File: config.mk
export PLATFORM = sky130hd
export DESIGN_NAME = tick_task_scheduler_unit_flat
export DESIGN_NICKNAME = d
export VERILOG_FILES = /design/src/sv/tts_pkg.sv /design/src/sv/tts_cmd_if.sv /design/src/sv/tts_rsp_if.sv /design/src/sv/tts_cell.sv /design/src/sv/tts_div.sv /design/src/sv/tts_slot_alu.sv /design/src/sv/tick_task_scheduler_unit.sv /design/src/flat_wrapper.sv
export SDC_FILE = /design/constraint.sdc
export NUM_CORES = 2
export LEC_CHECK = 0
export BUFFER_PORTS_ARGS = -buffer_cell sky130_fd_sc_hd__buf_2
export CORE_UTILIZATION = 50
export DETAILED_ROUTE_END_ITERATION = 8
export GPL_TIMING_DRIVEN = 0
export PLACE_DENSITY = 0.66
export SLEW_MARGIN = 25
export SYNTH_ARGS = -nofsm -noshare
export SYNTH_HDL_FRONTEND = slang
export SYNTH_SLANG_ARGS = --single-unit
File: constraint.sdc
create_clock -name clk -period 7.4 [get_ports clk]
set_clock_uncertainty 0.15 [all_clocks]
set_input_delay 1.11 -clock clk [delete_from_list [all_inputs] [get_ports clk]]
set_output_delay 1.11 -clock clk [all_outputs]
set_load 0.01 [all_outputs]
File: src/sv/tts_pkg.sv
package tts_pkg;

  localparam int SLOTS   = 16;
  localparam int TICK_MS = 10;
  localparam int MAX_OUT = 16;

  localparam int MS_W     = 32;
  localparam int TASK_W   = 8;
  localparam int PEND_W   = 8;
  localparam int SLOT_W   = 4;
  localparam int CNT_W    = $clog2(SLOTS + 1);
  localparam int NOUT_W   = $clog2(MAX_OUT + 1);

  // ms to ticks by reciprocal multiply: ceil(2^RECIP_SH / TICK_MS) gives an exact
  // floor quotient for every MS_W-bit dividend
  localparam int RECIP_W  = MS_W + 1;
  localparam int RECIP_SH = MS_W + $clog2(TICK_MS);
  localparam int MUL_W    = MS_W + RECIP_W;
  localparam logic [RECIP_W-1:0] RECIP_M =
    RECIP_W'(((64'd1 << RECIP_SH) + 64'(TICK_MS) - 64'd1) / 64'(TICK_MS));

  typedef enum logic [1:0] {
    K_ADD  = 2'd0,
    K_DEL  = 2'd1,
    K_TICK = 2'd2,
    K_DISP = 2'd3
  } kind_t;

  typedef enum logic [1:0] {
    ST_OK    = 2'd0,
    ST_FULL  = 2'd1,
    ST_EMPTY = 2'd2,
    ST_NONE  = 2'd3
  } status_t;

  typedef struct packed {
    logic              valid;
    logic [TASK_W-1:0] task_id;
    logic [MS_W-1:0]   delay;
    logic [MS_W-1:0]   period;
    logic [PEND_W-1:0] pending;
  } slot_t;

  typedef struct packed {
    kind_t             kind;
    logic [TASK_W-1:0] task_id;
    logic [MS_W-1:0]   dly;
    logic [MS_W-1:0]   per;
    logic              found;
    logic              match;
    logic              room;
  } alu_op_t;

  typedef struct packed {
    logic              take;
    logic              hit;
    logic              emit;
    logic [TASK_W-1:0] task_id;
    logic [PEND_W-1:0] left;
  } alu_flags_t;

  typedef struct packed {
    status_t           status;
    logic [SLOT_W-1:0] slot_out;
    logic [TASK_W-1:0] task_out;
    logic [PEND_W-1:0] runs_left;
    logic              last;
  } result_t;

endpackage

File: src/sv/tts_cmd_if.sv
interface tts_cmd_if;
  logic                       valid;
  logic                       ready;
  logic [1:0]                 kind;
  logic [tts_pkg::SLOT_W-1:0] slot;
  logic [tts_pkg::TASK_W-1:0] task_id;
  logic [tts_pkg::MS_W-1:0]   delay_ms;
  logic [tts_pkg::MS_W-1:0]   period_ms;

  modport source(output valid, kind, slot, task_id, delay_ms, period_ms, input ready);
  modport sink(input valid, kind, slot, task_id, delay_ms, period_ms, output ready);
endinterface

File: src/sv/tts_rsp_if.sv
interface tts_rsp_if;
  logic                       valid;
  logic                       ready;
  logic [1:0]                 status;
  logic [tts_pkg::SLOT_W-1:0] slot_out;
  logic [tts_pkg::TASK_W-1:0] task_out;
  logic [tts_pkg::PEND_W-1:0] runs_left;
  logic                       last;

  modport source(output valid, status, slot_out, task_out, runs_left, last, input ready);
  modport sink(input valid, status, slot_out, task_out, runs_left, last, output ready);
endinterface

File: src/sv/tts_cell.sv
module tts_cell (
  input  logic           clk,
  input  logic           rst,
  input  logic           shift,
  input  tts_pkg::slot_t d,
  output tts_pkg::slot_t q
);
  import tts_pkg::*;

  always_ff @(posedge clk) begin
    if (rst) begin
      q <= '0;
    end else if (shift) begin
      q <= d;
    end
  end

endmodule

File: src/sv/tts_div.sv
module tts_div (
  input  logic                     clk,
  input  logic                     rst,
  input  logic                     start,
  input  logic [tts_pkg::MS_W-1:0] dly_ms,
  input  logic [tts_pkg::MS_W-1:0] per_ms,
  output logic                     done,
  output logic [tts_pkg::MS_W-1:0] dly_q,
  output logic [tts_pkg::MS_W-1:0] per_q
);
  import tts_pkg::*;

  logic             busy;
  logic             phase;
  logic [MS_W-1:0]  opnd;
  logic [MS_W-1:0]  per_hold;
  logic [MUL_W-1:0] mul;
  logic [MS_W-1:0]  quo;

  // one shared multiplier: delay while phase is low, period while phase is high
  assign mul  = MUL_W'(opnd) * MUL_W'(RECIP_M);
  assign quo  = MS_W'(mul >> RECIP_SH);
  assign done = busy && phase;

  always_ff @(posedge clk) begin
    if (rst) begin
      busy  <= 1'b0;
      phase <= 1'b0;
    end else if (start) begin
      busy  <= 1'b1;
      phase <= 1'b0;
    end else if (busy) begin
      phase <= !phase;
      if (done) begin
        busy <= 1'b0;
      end
    end
  end

  always_ff @(posedge clk) begin
    if (start) begin
      opnd     <= dly_ms;
      per_hold <= per_ms;
    end else if (busy && !phase) begin
      dly_q <= quo;
      opnd  <= per_hold;
    end else if (done) begin
      per_q <= quo;
    end
  end

endmodule

File: src/sv/tts_slot_alu.sv
module tts_slot_alu (
  input  tts_pkg::slot_t      head,
  input  tts_pkg::alu_op_t    op,
  output tts_pkg::slot_t      nxt,
  output tts_pkg::alu_flags_t fl
);
  import tts_pkg::*;

  logic [MS_W-1:0] d;

  always_comb begin
    nxt = head;
    fl  = '0;
    d   = head.delay;
    case (op.kind)
      K_ADD: begin
        if (!op.found && !head.valid) begin
          nxt.valid   = 1'b1;
          nxt.task_id = op.task_id;
          nxt.delay   = op.dly;
          nxt.period  = op.per;
          nxt.pending = '0;
          fl.take     = 1'b1;
        end
      end
      K_DEL: begin
        if (op.match) begin
          fl.hit = head.valid;
          nxt    = '0;
        end
      end
      K_TICK: begin
        if (head.valid) begin
          if (head.delay != '0) begin
            d = head.delay - 1'b1;
          end
          if (d == '0) begin
            if (head.pending != '1) begin
              nxt.pending = head.pending + 1'b1;
            end
            if (head.period != '0) begin
              d = head.period;
            end
          end
          nxt.delay = d;
        end
      end
      K_DISP: begin
        if (head.valid && head.pending != '0 && op.room) begin
          fl.emit    = 1'b1;
          fl.task_id = head.task_id;
          if (head.period == '0) begin
            nxt = '0;
          end else begin
            nxt.pending = head.pending - 1'b1;
            fl.left     = head.pending - 1'b1;
          end
        end
      end
      default: begin
      end
    endcase
  end

endmodule

File: src/sv/tick_task_scheduler_unit.sv
// Sequence: an add first scales delay and period through the divider; then every command
//   scans the ring slot by slot past the single update unit and posts a final beat.
// Flow: a new command is accepted only in idle, once the previous one has posted its final
//   beat; the ring rotates one slot per cycle, but a stalled output freezes the ring during
//   dispatch and holds back the final beat.
// Reset: synchronous; every slot is cleared at once and the block is ready the next cycle.
module tick_task_scheduler_unit (
  input logic      clk,
  input logic      rst,
  tts_cmd_if.sink  cmd,
  tts_rsp_if.source rsp
);
  import tts_pkg::*;

  typedef enum logic [3:0] {
    S_IDLE = 4'b0001,
    S_DIV  = 4'b0010,
    S_SCAN = 4'b0100,
    S_FIN  = 4'b1000
  } state_t;

  state_t            state;
  logic [CNT_W-1:0]  cnt;
  kind_t             op_kind;
  logic [SLOT_W-1:0] del_slot;
  logic [TASK_W-1:0] op_task;
  logic              found;
  logic              hit;
  logic [SLOT_W-1:0] add_slot;
  logic [NOUT_W-1:0] nout;
  logic              hold_v;
  result_t           hold;
  logic              ob_v;
  result_t           ob;

  logic              accept;
  logic              can_load;
  logic              step;
  logic              scan_done;
  logic              fin_go;
  logic              ob_load;
  result_t           ob_d;
  result_t           emit_res;
  result_t           fin_res;
  logic [CNT_W+3:0]  cnt_ext;
  logic [SLOT_W-1:0] cnt_lo;

  logic              div_done;
  logic [MS_W-1:0]   dly_t;
  logic [MS_W-1:0]   per_t;

  slot_t             chain [SLOTS];
  slot_t             chain_d [SLOTS];
  slot_t             alu_nxt;
  alu_op_t           aop;
  alu_flags_t        fl;

  tts_div u_div (
    .clk    (clk),
    .rst    (rst),
    .start  (accept && kind_t'(cmd.kind) == K_ADD),
    .dly_ms (cmd.delay_ms),
    .per_ms (cmd.period_ms),
    .done   (div_done),
    .dly_q  (dly_t),
    .per_q  (per_t)
  );

  // slot ring: head is cell 0, updated record re-enters at the tail
  for (genvar k = 0; k < SLOTS; k++) begin : g_ring
    if (k == SLOTS - 1) begin : g_tail
      assign chain_d[k] = alu_nxt;
    end else begin : g_mid
      assign chain_d[k] = chain[k+1];
    end
    tts_cell u_slot (
      .clk   (clk),
      .rst   (rst),
      .shift (step),
      .d     (chain_d[k]),
      .q     (chain[k])
    );
  end

  assign cnt_ext = {4'b0, cnt};
  assign cnt_lo  = cnt_ext[SLOT_W-1:0];

  always_comb begin
    aop.kind    = op_kind;
    aop.task_id = op_task;
    aop.dly     = dly_t;
    aop.per     = per_t;
    aop.found   = found;
    aop.match   = (cnt_ext == {CNT_W'(0), del_slot});
    aop.room    = (nout < NOUT_W'(MAX_OUT));
  end

  tts_slot_alu u_alu (
    .head (chain[0]),
    .op   (aop),
    .nxt  (alu_nxt),
    .fl   (fl)
  );

  assign accept    = cmd.valid && cmd.ready;
  assign cmd.ready = (state == S_IDLE);
  assign can_load  = !ob_v || rsp.ready;
  // an emit with a beat already held needs room in the output register
  assign step      = (state == S_SCAN) && !(fl.emit && hold_v && !can_load);
  assign scan_done = step && (cnt == CNT_W'(SLOTS - 1));
  assign fin_go    = (state == S_FIN) && can_load;
  assign ob_load   = (step && fl.emit && hold_v) || fin_go;
  assign ob_d      = fin_go ? fin_res : hold;

  always_comb begin
    emit_res           = '0;
    emit_res.status    = ST_OK;
    emit_res.slot_out  = cnt_lo;
    emit_res.task_out  = fl.task_id;
    emit_res.runs_left = fl.left;
    emit_res.last      = 1'b0;
  end

  always_comb begin
    fin_res      = '0;
    fin_res.last = 1'b1;
    case (op_kind)
      K_ADD: begin
        fin_res.status   = found ? ST_OK : ST_FULL;
        fin_res.slot_out = found ? add_slot : '0;
      end
      K_DEL: begin
        fin_res.status   = hit ? ST_OK : ST_EMPTY;
        fin_res.slot_out = del_slot;
      end
      K_TICK: begin
        fin_res.status = ST_OK;
      end
      K_DISP: begin
        if (hold_v) begin
          fin_res      = hold;
          fin_res.last = 1'b1;
        end else begin
          fin_res.status = ST_NONE;
        end
      end
      default: begin
      end
    endcase
  end

  always_ff @(posedge clk) begin
    if (rst) begin
      state  <= S_IDLE;
      cnt    <= '0;
      found  <= 1'b0;
      hit    <= 1'b0;
      nout   <= '0;
      hold_v <= 1'b0;
      ob_v   <= 1'b0;
    end else begin
      case (state)
        S_IDLE: begin
          if (accept) begin
            cnt    <= '0;
            found  <= 1'b0;
            hit    <= 1'b0;
            nout   <= '0;
            hold_v <= 1'b0;
            state  <= (kind_t'(cmd.kind) == K_ADD) ? S_DIV : S_SCAN;
          end
        end
        S_DIV: begin
          if (div_done) begin
            state <= S_SCAN;
          end
        end
        S_SCAN: begin
          if (step) begin
            cnt <= cnt + 1'b1;
            if (fl.take) begin
              found <= 1'b1;
            end
            if (fl.hit) begin
              hit <= 1'b1;
            end
            if (fl.emit) begin
              nout   <= nout + 1'b1;
              hold_v <= 1'b1;
            end
            if (scan_done) begin
              state <= S_FIN;
            end
          end
        end
        S_FIN: begin
          if (can_load) begin
            hold_v <= 1'b0;
            cnt    <= '0;
            state  <= S_IDLE;
          end
        end
        default: begin
          state <= S_IDLE;
        end
      endcase
      if (ob_load) begin
        ob_v <= 1'b1;
      end else if (rsp.ready) begin
        ob_v <= 1'b0;
      end
    end
  end

  always_ff @(posedge clk) begin
    if (accept) begin
      op_kind  <= kind_t'(cmd.kind);
      del_slot <= cmd.slot;
      op_task  <= cmd.task_id;
    end
    if (step && fl.take) begin
      add_slot <= cnt_lo;
    end
    if (step && fl.emit) begin
      hold <= emit_res;
    end
    if (ob_load) begin
      ob <= ob_d;
    end
  end

  assign rsp.valid     = ob_v;
  assign rsp.status    = ob.status;
  assign rsp.slot_out  = ob.slot_out;
  assign rsp.task_out  = ob.task_out;
  assign rsp.runs_left = ob.runs_left;
  assign rsp.last      = ob.last;

`ifndef NO_ASSERTIONS
  a_fin_last: assert property (@(posedge clk) disable iff (rst)
    fin_go |=> ob_v && ob.last)
    else $error("final beat not posted with last");

  a_hold_disp: assert property (@(posedge clk) disable iff (rst)
    hold_v |-> op_kind == K_DISP)
    else $error("held beat outside dispatch");

  a_scan_bound: assert property (@(posedge clk) disable iff (rst)
    state == S_SCAN |-> cnt < CNT_W'(SLOTS))
    else $error("scan index past last slot");

  a_nout_cap: assert property (@(posedge clk) disable iff (rst)
    nout <= NOUT_W'(MAX_OUT))
    else $error("dispatch beat count over cap");

  a_idle_clean: assert property (@(posedge clk) disable iff (rst)
    cmd.ready |-> !hold_v && cnt == '0)
    else $error("idle with scan residue");
`endif

endmodule

File: src/flat_wrapper.sv
// flat-port wrapper written by rule: the top's interface ports become plain ports
module tick_task_scheduler_unit_flat import tts_pkg::*;
  (clk, rst, cmd_valid, cmd_kind, cmd_slot, cmd_task_id, cmd_delay_ms, cmd_period_ms, cmd_ready, rsp_valid, rsp_status, rsp_slot_out, rsp_task_out, rsp_runs_left, rsp_last, rsp_ready);
  tts_cmd_if cmd_i ();
  tts_rsp_if rsp_i ();
  input logic clk;
  input logic rst;
  input wire logic [$bits(cmd_i.valid)-1:0] cmd_valid;
  input wire logic [$bits(cmd_i.kind)-1:0] cmd_kind;
  input wire logic [$bits(cmd_i.slot)-1:0] cmd_slot;
  input wire logic [$bits(cmd_i.task_id)-1:0] cmd_task_id;
  input wire logic [$bits(cmd_i.delay_ms)-1:0] cmd_delay_ms;
  input wire logic [$bits(cmd_i.period_ms)-1:0] cmd_period_ms;
  output wire logic [$bits(cmd_i.ready)-1:0] cmd_ready;
  output wire logic [$bits(rsp_i.valid)-1:0] rsp_valid;
  output wire logic [$bits(rsp_i.status)-1:0] rsp_status;
  output wire logic [$bits(rsp_i.slot_out)-1:0] rsp_slot_out;
  output wire logic [$bits(rsp_i.task_out)-1:0] rsp_task_out;
  output wire logic [$bits(rsp_i.runs_left)-1:0] rsp_runs_left;
  output wire logic [$bits(rsp_i.last)-1:0] rsp_last;
  input wire logic [$bits(rsp_i.ready)-1:0] rsp_ready;
  assign cmd_i.valid = cmd_valid;
  assign cmd_i.kind = cmd_kind;
  assign cmd_i.slot = cmd_slot;
  assign cmd_i.task_id = cmd_task_id;
  assign cmd_i.delay_ms = cmd_delay_ms;
  assign cmd_i.period_ms = cmd_period_ms;
  assign cmd_ready = cmd_i.ready;
  assign rsp_valid = rsp_i.valid;
  assign rsp_status = rsp_i.status;
  assign rsp_slot_out = rsp_i.slot_out;
  assign rsp_task_out = rsp_i.task_out;
  assign rsp_runs_left = rsp_i.runs_left;
  assign rsp_last = rsp_i.last;
  assign rsp_i.ready = rsp_ready;
  tick_task_scheduler_unit u_core (.clk(clk), .rst(rst), .cmd(cmd_i), .rsp(rsp_i));
endmodule
[Word-level counts from Yosys, hierarchy flattened]
Cells that the tools add are included.
Operators by class
  add/sub/neg operators: 5
  multiply operators: 1
  $lt $le $gt $ge: 1
  equal/unequal tests: 18
  multiplexer cells: 65
  bitwise logic cells: 2
  reductions and logical operators: 44
Operators with widths (number)
  two-way mux 32 bit: 8
  two-way mux 81 bit: 3
  case mux 32 bit (4 select lines): 1
  case mux 32 bit (3 select lines): 1
  two-way mux 73 bit: 1
  zero test 32 bit: 2
  multiplier 32 x 32 -> 64 bit (second input constant): 1
  nonzero test 32 bit: 2
  two-way mux 17 bit: 3
  two-way mux 21 bit: 2
  two-way mux 8 bit: 4
  case mux 8 bit (4 select lines): 1
  subtractor 32 x 1 -> 32 bit (second input constant): 1
  case mux 9 bit (3 select lines): 1
  two-way mux 5 bit: 5
  two-way mux 4 bit: 6
  two-way mux 1 bit: 18
  case mux 4 bit (4 select lines): 1
  AND reduction 4 bit: 4
  logical AND 1 bit: 15
  case mux 5 bit (3 select lines): 1
  != test 2 x 1 -> 1 bit (second input constant): 7
  case mux 4 bit (3 select lines): 1
  adder 5 x 1 -> 5 bit (second input constant): 2
  other kinds (30): 45
Storage, ports and cells
  bits in registers: 1499
  bits of input ports: 82
  output and inout port bits: 25
  word-level logic and storage cells: 241

[Longest topological paths before layout]
  depth after elaboration: 13
  gate-level depth with buffers: 25
  gate-level depth less buffers: 24

[Cells and area by module]
Synthesis repeated with hierarchy kept, for this count alone.
Second synthesis, totals
  cells, all modules: 6998
  area total of the unflattened synthesis: 74848.0 µm²
Modules (own cells, without submodules)
  tts_cell: times used 16, cells each 261, area an instance 2902.8 µm²
  tts_div: times used 1, cells each 1993, area an instance 21478.1 µm²
  tts_slot_alu: times used 1, cells each 608, area an instance 3819.9 µm²
  tick_task_scheduler_unit: times used 1, cells each 221, area an instance 3105.5 µm²

[Worst setup path after synthesis]
OpenSTA, ideal clock, no wires.
  path type: register to register
  start: register u_core.u_div.opnd[9]
  end: register u_core.u_div.dly_q[26] in the netlist's numbering (data pin)
  library setup time: 197 ps
  data arrival time: 6804 ps
  setup slack: 249 ps
  stages on the path, launching flop included: 25
  clock period less this slack: 7151 ps
  cell sequence: edfxtp_1 ha_1 clkbuf_1 xor2_1 ha_1 a21o_1 fa_1 inv_1 fa_1 inv_1 fa_1 fa_1 fa_1 fa_1 ha_1 and4_1 nand3_1 a2111o_1 o221ai_1 a31o_2 a21oi_1 o21ai_0 clkbuf_1 a311oi_1 a221oi_1
Between the ends
  word-level cells in the longest chain between the ends: 1
Ends and longest elaborated chain
  start: declaration: RTL line tts_div.sv:15  | logic [MS_W-1:0] opnd;
  start signal: assignment: RTL line tts_div.sv:42  | opnd <= dly_ms;
  start signal: assignment: RTL line tts_div.sv:46  | opnd <= per_hold;
  multiplier 32 x 32 -> 64 bit: RTL line tts_div.sv:21  | assign mul = MUL_W'(opnd) * MUL_W'(RECIP_M);
  net u_core.u_div.mul[62]: RTL line tts_div.sv:17  | logic [MUL_W-1:0] mul;
  end signal: assignment: RTL line tts_div.sv:45  | dly_q <= quo;
  end: declaration: RTL line tts_div.sv:8  | output logic [tts_pkg::MS_W-1:0] dly_q,
The timed path passes the listed nets, and every way through them passes these cells.
A chain may end at the register's enable or synchronous reset.

[Worst setup path after layout]
  start: register u_core.u_div.opnd[13]
  end: register u_core.u_div.per_q[23] in the netlist's numbering (data pin)
Between the ends
  word-level cells in the longest chain between the ends: 1
Ends and longest elaborated chain
  multiplier 32 x 32 -> 64 bit: RTL line tts_div.sv:21
  net u_core.u_div.mul[59]: RTL line tts_div.sv:17
  end signal: assignment: RTL line tts_div.sv:48  | per_q <= quo;
  end: declaration: RTL line tts_div.sv:9  | output logic [tts_pkg::MS_W-1:0] per_q
The timed path passes the listed nets, and every way through them passes these cells.

==> results.py <==
metrics = {
    "flow_run": {
        "cap_viol_max_count": 0,
    },
    "drt": {
        "wire_per_inst_microns": 21.9,
        "postRouteWirelength_mm": 232,
        "ant_nets": 0,
        "drt_first_pass_iters": 6,
        "route.vias.total": 58300,
        "route.detailed.drc": 0,
        "via_per_inst": 5.48,
        "drtIter0Drc": 4499,
    },
    "synth": {
        "ys_seq_elements": 1499,
        "synth_async_sr_flop_share_pct": 0,
        "syn-cell-area_sq_um": 71000,
        "synthDistinctLibCells": 78,
        "synth-edff-count": 183,
        "ys_warn_count": 0,
        "yosysSeqAreaShare_pct": 44.9,
        "synthCells": 8255,
        "syn-mean-instance-area_sq_um": 8.60,
        "synthesized_netlist_net_count": 9078,
        "yosys_most_used_dff": "sky130_fd_sc_hd__dfxtp_1",
    },
    "timing": {
        "rsz_0062_raised_after_global_routing": "yes",
        "postLayoutSetupSlackWorst_ns": -0.200,
        "rel_slew_slack_pct": 27.7,
        "final.min_clock_period_ns": 7.60,
        "final.period_utilization_pct": 103,
        "hold_viol_final": 0,
        "max_clock_freq_mhz": 132,
        "finalSetupViolations": 26,
        "timing_max_transition_violations_final": 0,
        "transition_time_at_the_pin_with_the_least_slew_margin_ns": 1.08,
    },
    "floorplanning": {
        "row_count": 137,
        "start_util_pct": 50.6,
        "die_y_microns": 379,
        "design.core.area_sq_um": 140000,
        "die-area_sq_um": 143000,
        "top_level_ports": 107,
        "die_width_microns": 379,
    },
    "global_routing": {
        "grt_pass1_vias": 57600,
        "grt_util_all_layers_pct": 32.4,
        "pin_count_of_the_biggest_net_entering_global_routing": 34,
        "global_route_wire_length_before_repair_mm": 349,
        "gr_ovfl_total": 0,
        "grt_antenna_before_repair": 4,
    },
    "final_layout": {
        "multiInputGateArea_sq_um": 36300,
        "syn2layout_area_growth_pct": 14.8,
        "ff_latch_area_sq_um": 31800,
        "number_of_inserted_filler_cells_in_the_final_layout": 12800,
        "final_design_area_no_fill_sq_um": 81500,
        "drive_above_1_share_pct": 7.96,
        "most_used_cells_in_the_layout_excluding_fill_and_tap_cells": "2632 x sky130_fd_sc_hd__nand2_1, 1378 x sky130_fd_sc_hd__a21oi_1, 1316 x sky130_fd_sc_hd__dfxtp_1",
        "final_nets": 9462,
        "layout.cells.most_common": "sky130_fd_sc_hd__nand2_1",
    },
    "clock_network": {
        "htreeDepth": 4,
        "clk_pin_slew_worst_paths_ns": 0.06,
        "cts.root.buffer_cell": "sky130_fd_sc_hd__clkbuf_16",
        "cts_buffers": 155,
        "clk_latency_ns": 0.82,
        "tritoncts": "built",
        "cts_sinks": 1499,
        "hold_buffers": 0,
        "clk_path_buf_depth": 3,
    },
    "placed_design": {
        "placement.io_buffers": 106,
        "gp_congestion": 0.985,
        "post_dp_cell_area_sq_um": 74000,
        "dp_hpwl_mm": 183,
    },
    "critical_path": {
        "setup.worst_path.class": "reg2reg",
        "path_max_fanout": 4,
        "worst_setup_path_end_kind": "flop",
        "r2r_start": "u_core.u_div.opnd[13]",
        "worst-endpoint-arrival_ns": 7.96,
        "required_ns": 7.76,
        "worstSetupStartpointType": "flop",
        "setup.worst_path.start": "u_core.u_div.opnd[13]",
    },
    "outcome": {
        "status": "complete, but fails checks",
        "failed_checks": "negative setup slack",
    },
    "min_path": {
        "hold_path_class": "reg2reg",
        "hp-start": "u_core.g_ring[13].u_slot.q[55]",
    },
}
## what timing repair did
item                                    CTS  global route
resized for setup                       175           102
pin swaps                                55            75
buffers inserted                         87            36
endpoints found under the setup margin   58            54
## cell type report
type | instances | area share (%)
clock inverter | 62 | 1.02
buffer | 521 | 2.52
clock buffer | 217 | 5.41
inverter | 555 | 2.57
multi-input combinational | 5676 | 44.6
sequential | 1499 | 39.1
antenna | 1 | 0.00307
tap | 1876 | 2.88
timing repair buffer | 231 | 1.92
## critical path, stage by stage, from the launching register on
cell,delay [ns]
sky130_fd_sc_hd__edfxtp_1,0.52
sky130_fd_sc_hd__ha_4,0.35
sky130_fd_sc_hd__clkinvlp_4,0.12
sky130_fd_sc_hd__fa_1,0.54
sky130_fd_sc_hd__inv_2,0.05
sky130_fd_sc_hd__fa_2,0.58
sky130_fd_sc_hd__inv_2,0.05
sky130_fd_sc_hd__fa_1,0.51
sky130_fd_sc_hd__inv_2,0.04
sky130_fd_sc_hd__fa_2,0.56
sky130_fd_sc_hd__fa_1,0.42
sky130_fd_sc_hd__fa_1,0.47
sky130_fd_sc_hd__fa_1,0.54
sky130_fd_sc_hd__ha_4,0.22
sky130_fd_sc_hd__a21oi_4,0.18
sky130_fd_sc_hd__o21ai_4,0.11
sky130_fd_sc_hd__a211oi_4,0.43
sky130_fd_sc_hd__o221ai_4,0.25
sky130_fd_sc_hd__a31o_4,0.33
sky130_fd_sc_hd__buf_4,0.15
sky130_fd_sc_hd__a211oi_4,0.27
sky130_fd_sc_hd__o31ai_4,0.10
sky130_fd_sc_hd__a31oi_2,0.24
sky130_fd_sc_hd__xnor2_2,0.14
## synth_stat cells, types with 8 or more instances
| cell | number | area [sq um] |
|---|---|---|
| sky130_fd_sc_hd__a2111oi_0 | 10 | 87.6 |
| sky130_fd_sc_hd__a211oi_1 | 33 | 248 |
| sky130_fd_sc_hd__a21o_1 | 50 | 375 |
| sky130_fd_sc_hd__a21oi_1 | 1391 | 6960 |
| sky130_fd_sc_hd__a221o_1 | 8 | 80.1 |
| sky130_fd_sc_hd__a221oi_1 | 11 | 96.3 |
| sky130_fd_sc_hd__a31oi_1 | 57 | 357 |
| sky130_fd_sc_hd__and2_1 | 36 | 225 |
| sky130_fd_sc_hd__and3_1 | 15 | 93.8 |
| sky130_fd_sc_hd__buf_1 | 12 | 45.0 |
| sky130_fd_sc_hd__clkbuf_1 | 504 | 1890 |
| sky130_fd_sc_hd__dfxtp_1 | 1316 | 26300 |
| sky130_fd_sc_hd__edfxtp_1 | 183 | 5500 |
| sky130_fd_sc_hd__fa_1 | 386 | 7730 |
| sky130_fd_sc_hd__ha_1 | 355 | 4440 |
| sky130_fd_sc_hd__inv_1 | 553 | 2080 |
| sky130_fd_sc_hd__nand2_1 | 2637 | 9900 |
| sky130_fd_sc_hd__nand2b_1 | 9 | 56.3 |
| sky130_fd_sc_hd__nand3_1 | 30 | 150 |
| sky130_fd_sc_hd__nand4_1 | 27 | 169 |
| sky130_fd_sc_hd__nor2_1 | 132 | 495 |
| sky130_fd_sc_hd__nor2b_1 | 21 | 131 |
| sky130_fd_sc_hd__nor3_1 | 80 | 400 |
| sky130_fd_sc_hd__nor4_1 | 28 | 175 |
| sky130_fd_sc_hd__nor4b_1 | 9 | 78.8 |
| sky130_fd_sc_hd__o211ai_1 | 10 | 75.1 |
| sky130_fd_sc_hd__o21ai_0 | 83 | 415 |
| sky130_fd_sc_hd__or2_2 | 16 | 100 |
| sky130_fd_sc_hd__or3_1 | 13 | 81.3 |
| sky130_fd_sc_hd__or4_1 | 8 | 60.1 |
| sky130_fd_sc_hd__xnor2_1 | 46 | 403 |
| sky130_fd_sc_hd__xor2_1 | 52 | 455 |
## registers in the layout, summed over array words and instances (netlist names), 2 cells and up
name,cells
u_core.g_ring.u_slot.q,1296
u_core.rsp.slot_out,4
u_core.op_task,8
u_core.rsp.task_out,8
u_core.nout,5
u_core.add_slot,4
u_core.u_div.per_q,29
u_core.u_div.opnd,32
u_core.state,4
u_core.op_kind,2
u_core.rsp.status,2
u_core.rsp.runs_left,8
u_core.u_div.dly_q,29
u_core.cnt,5
u_core.del_slot,4
u_core.hold,20
u_core.u_div.per_hold,32
## per-layer routing
layer / track usage (%) / share of wire, %
met1: 40.9 / 41
met2: 53.1 / 46
met3: 4.98 / 6.0
met4: 17.7 / 6.1
met5: 0 / 0.0056
## through the flow
step                      utilization (%)  worst slack, ns  hold WS (ns)  instances  TNS [ns]
after floorplan                         -            0.249         0.279       8255         0
after global placement               52.7            -2.17         0.290      10200    -79.52
after detailed placement             52.7            -2.18         0.292      10200    -81.71
after CTS                            57.6           -0.133         0.277      10600     -1.79
after global routing                 58.1           -0.310         0.301      10600     -7.58
final                                58.1           -0.200         0.277      10600     -2.52
## worst paths after layout
kind,to,cells after the start,slack [ns]
max reg2reg,u_core.u_div.per_q[23],23,-0.20
min reg2reg,u_core.g_ring[12].u_slot.q[55],2,0.28
max,u_core.u_div.per_q[23],23,-0.20
min,u_core.g_ring[12].u_slot.q[55],2,0.28
## kinds of logic after synthesis
kind of cell    after synthesis  synth area share [%]
simple gates               3085                  17.4
buf+inv                    1080                  5.77
fa+ha+maj                   741                  17.1
flops                      1499                  44.9
compound gates             1742                  13.4
mux                          10                 0.146
xor+xnor                     98                  1.21
Power is left out: the tool's default activity adds up to more than one toggle a clock period on the data nets, which glitch-free logic cannot reach.
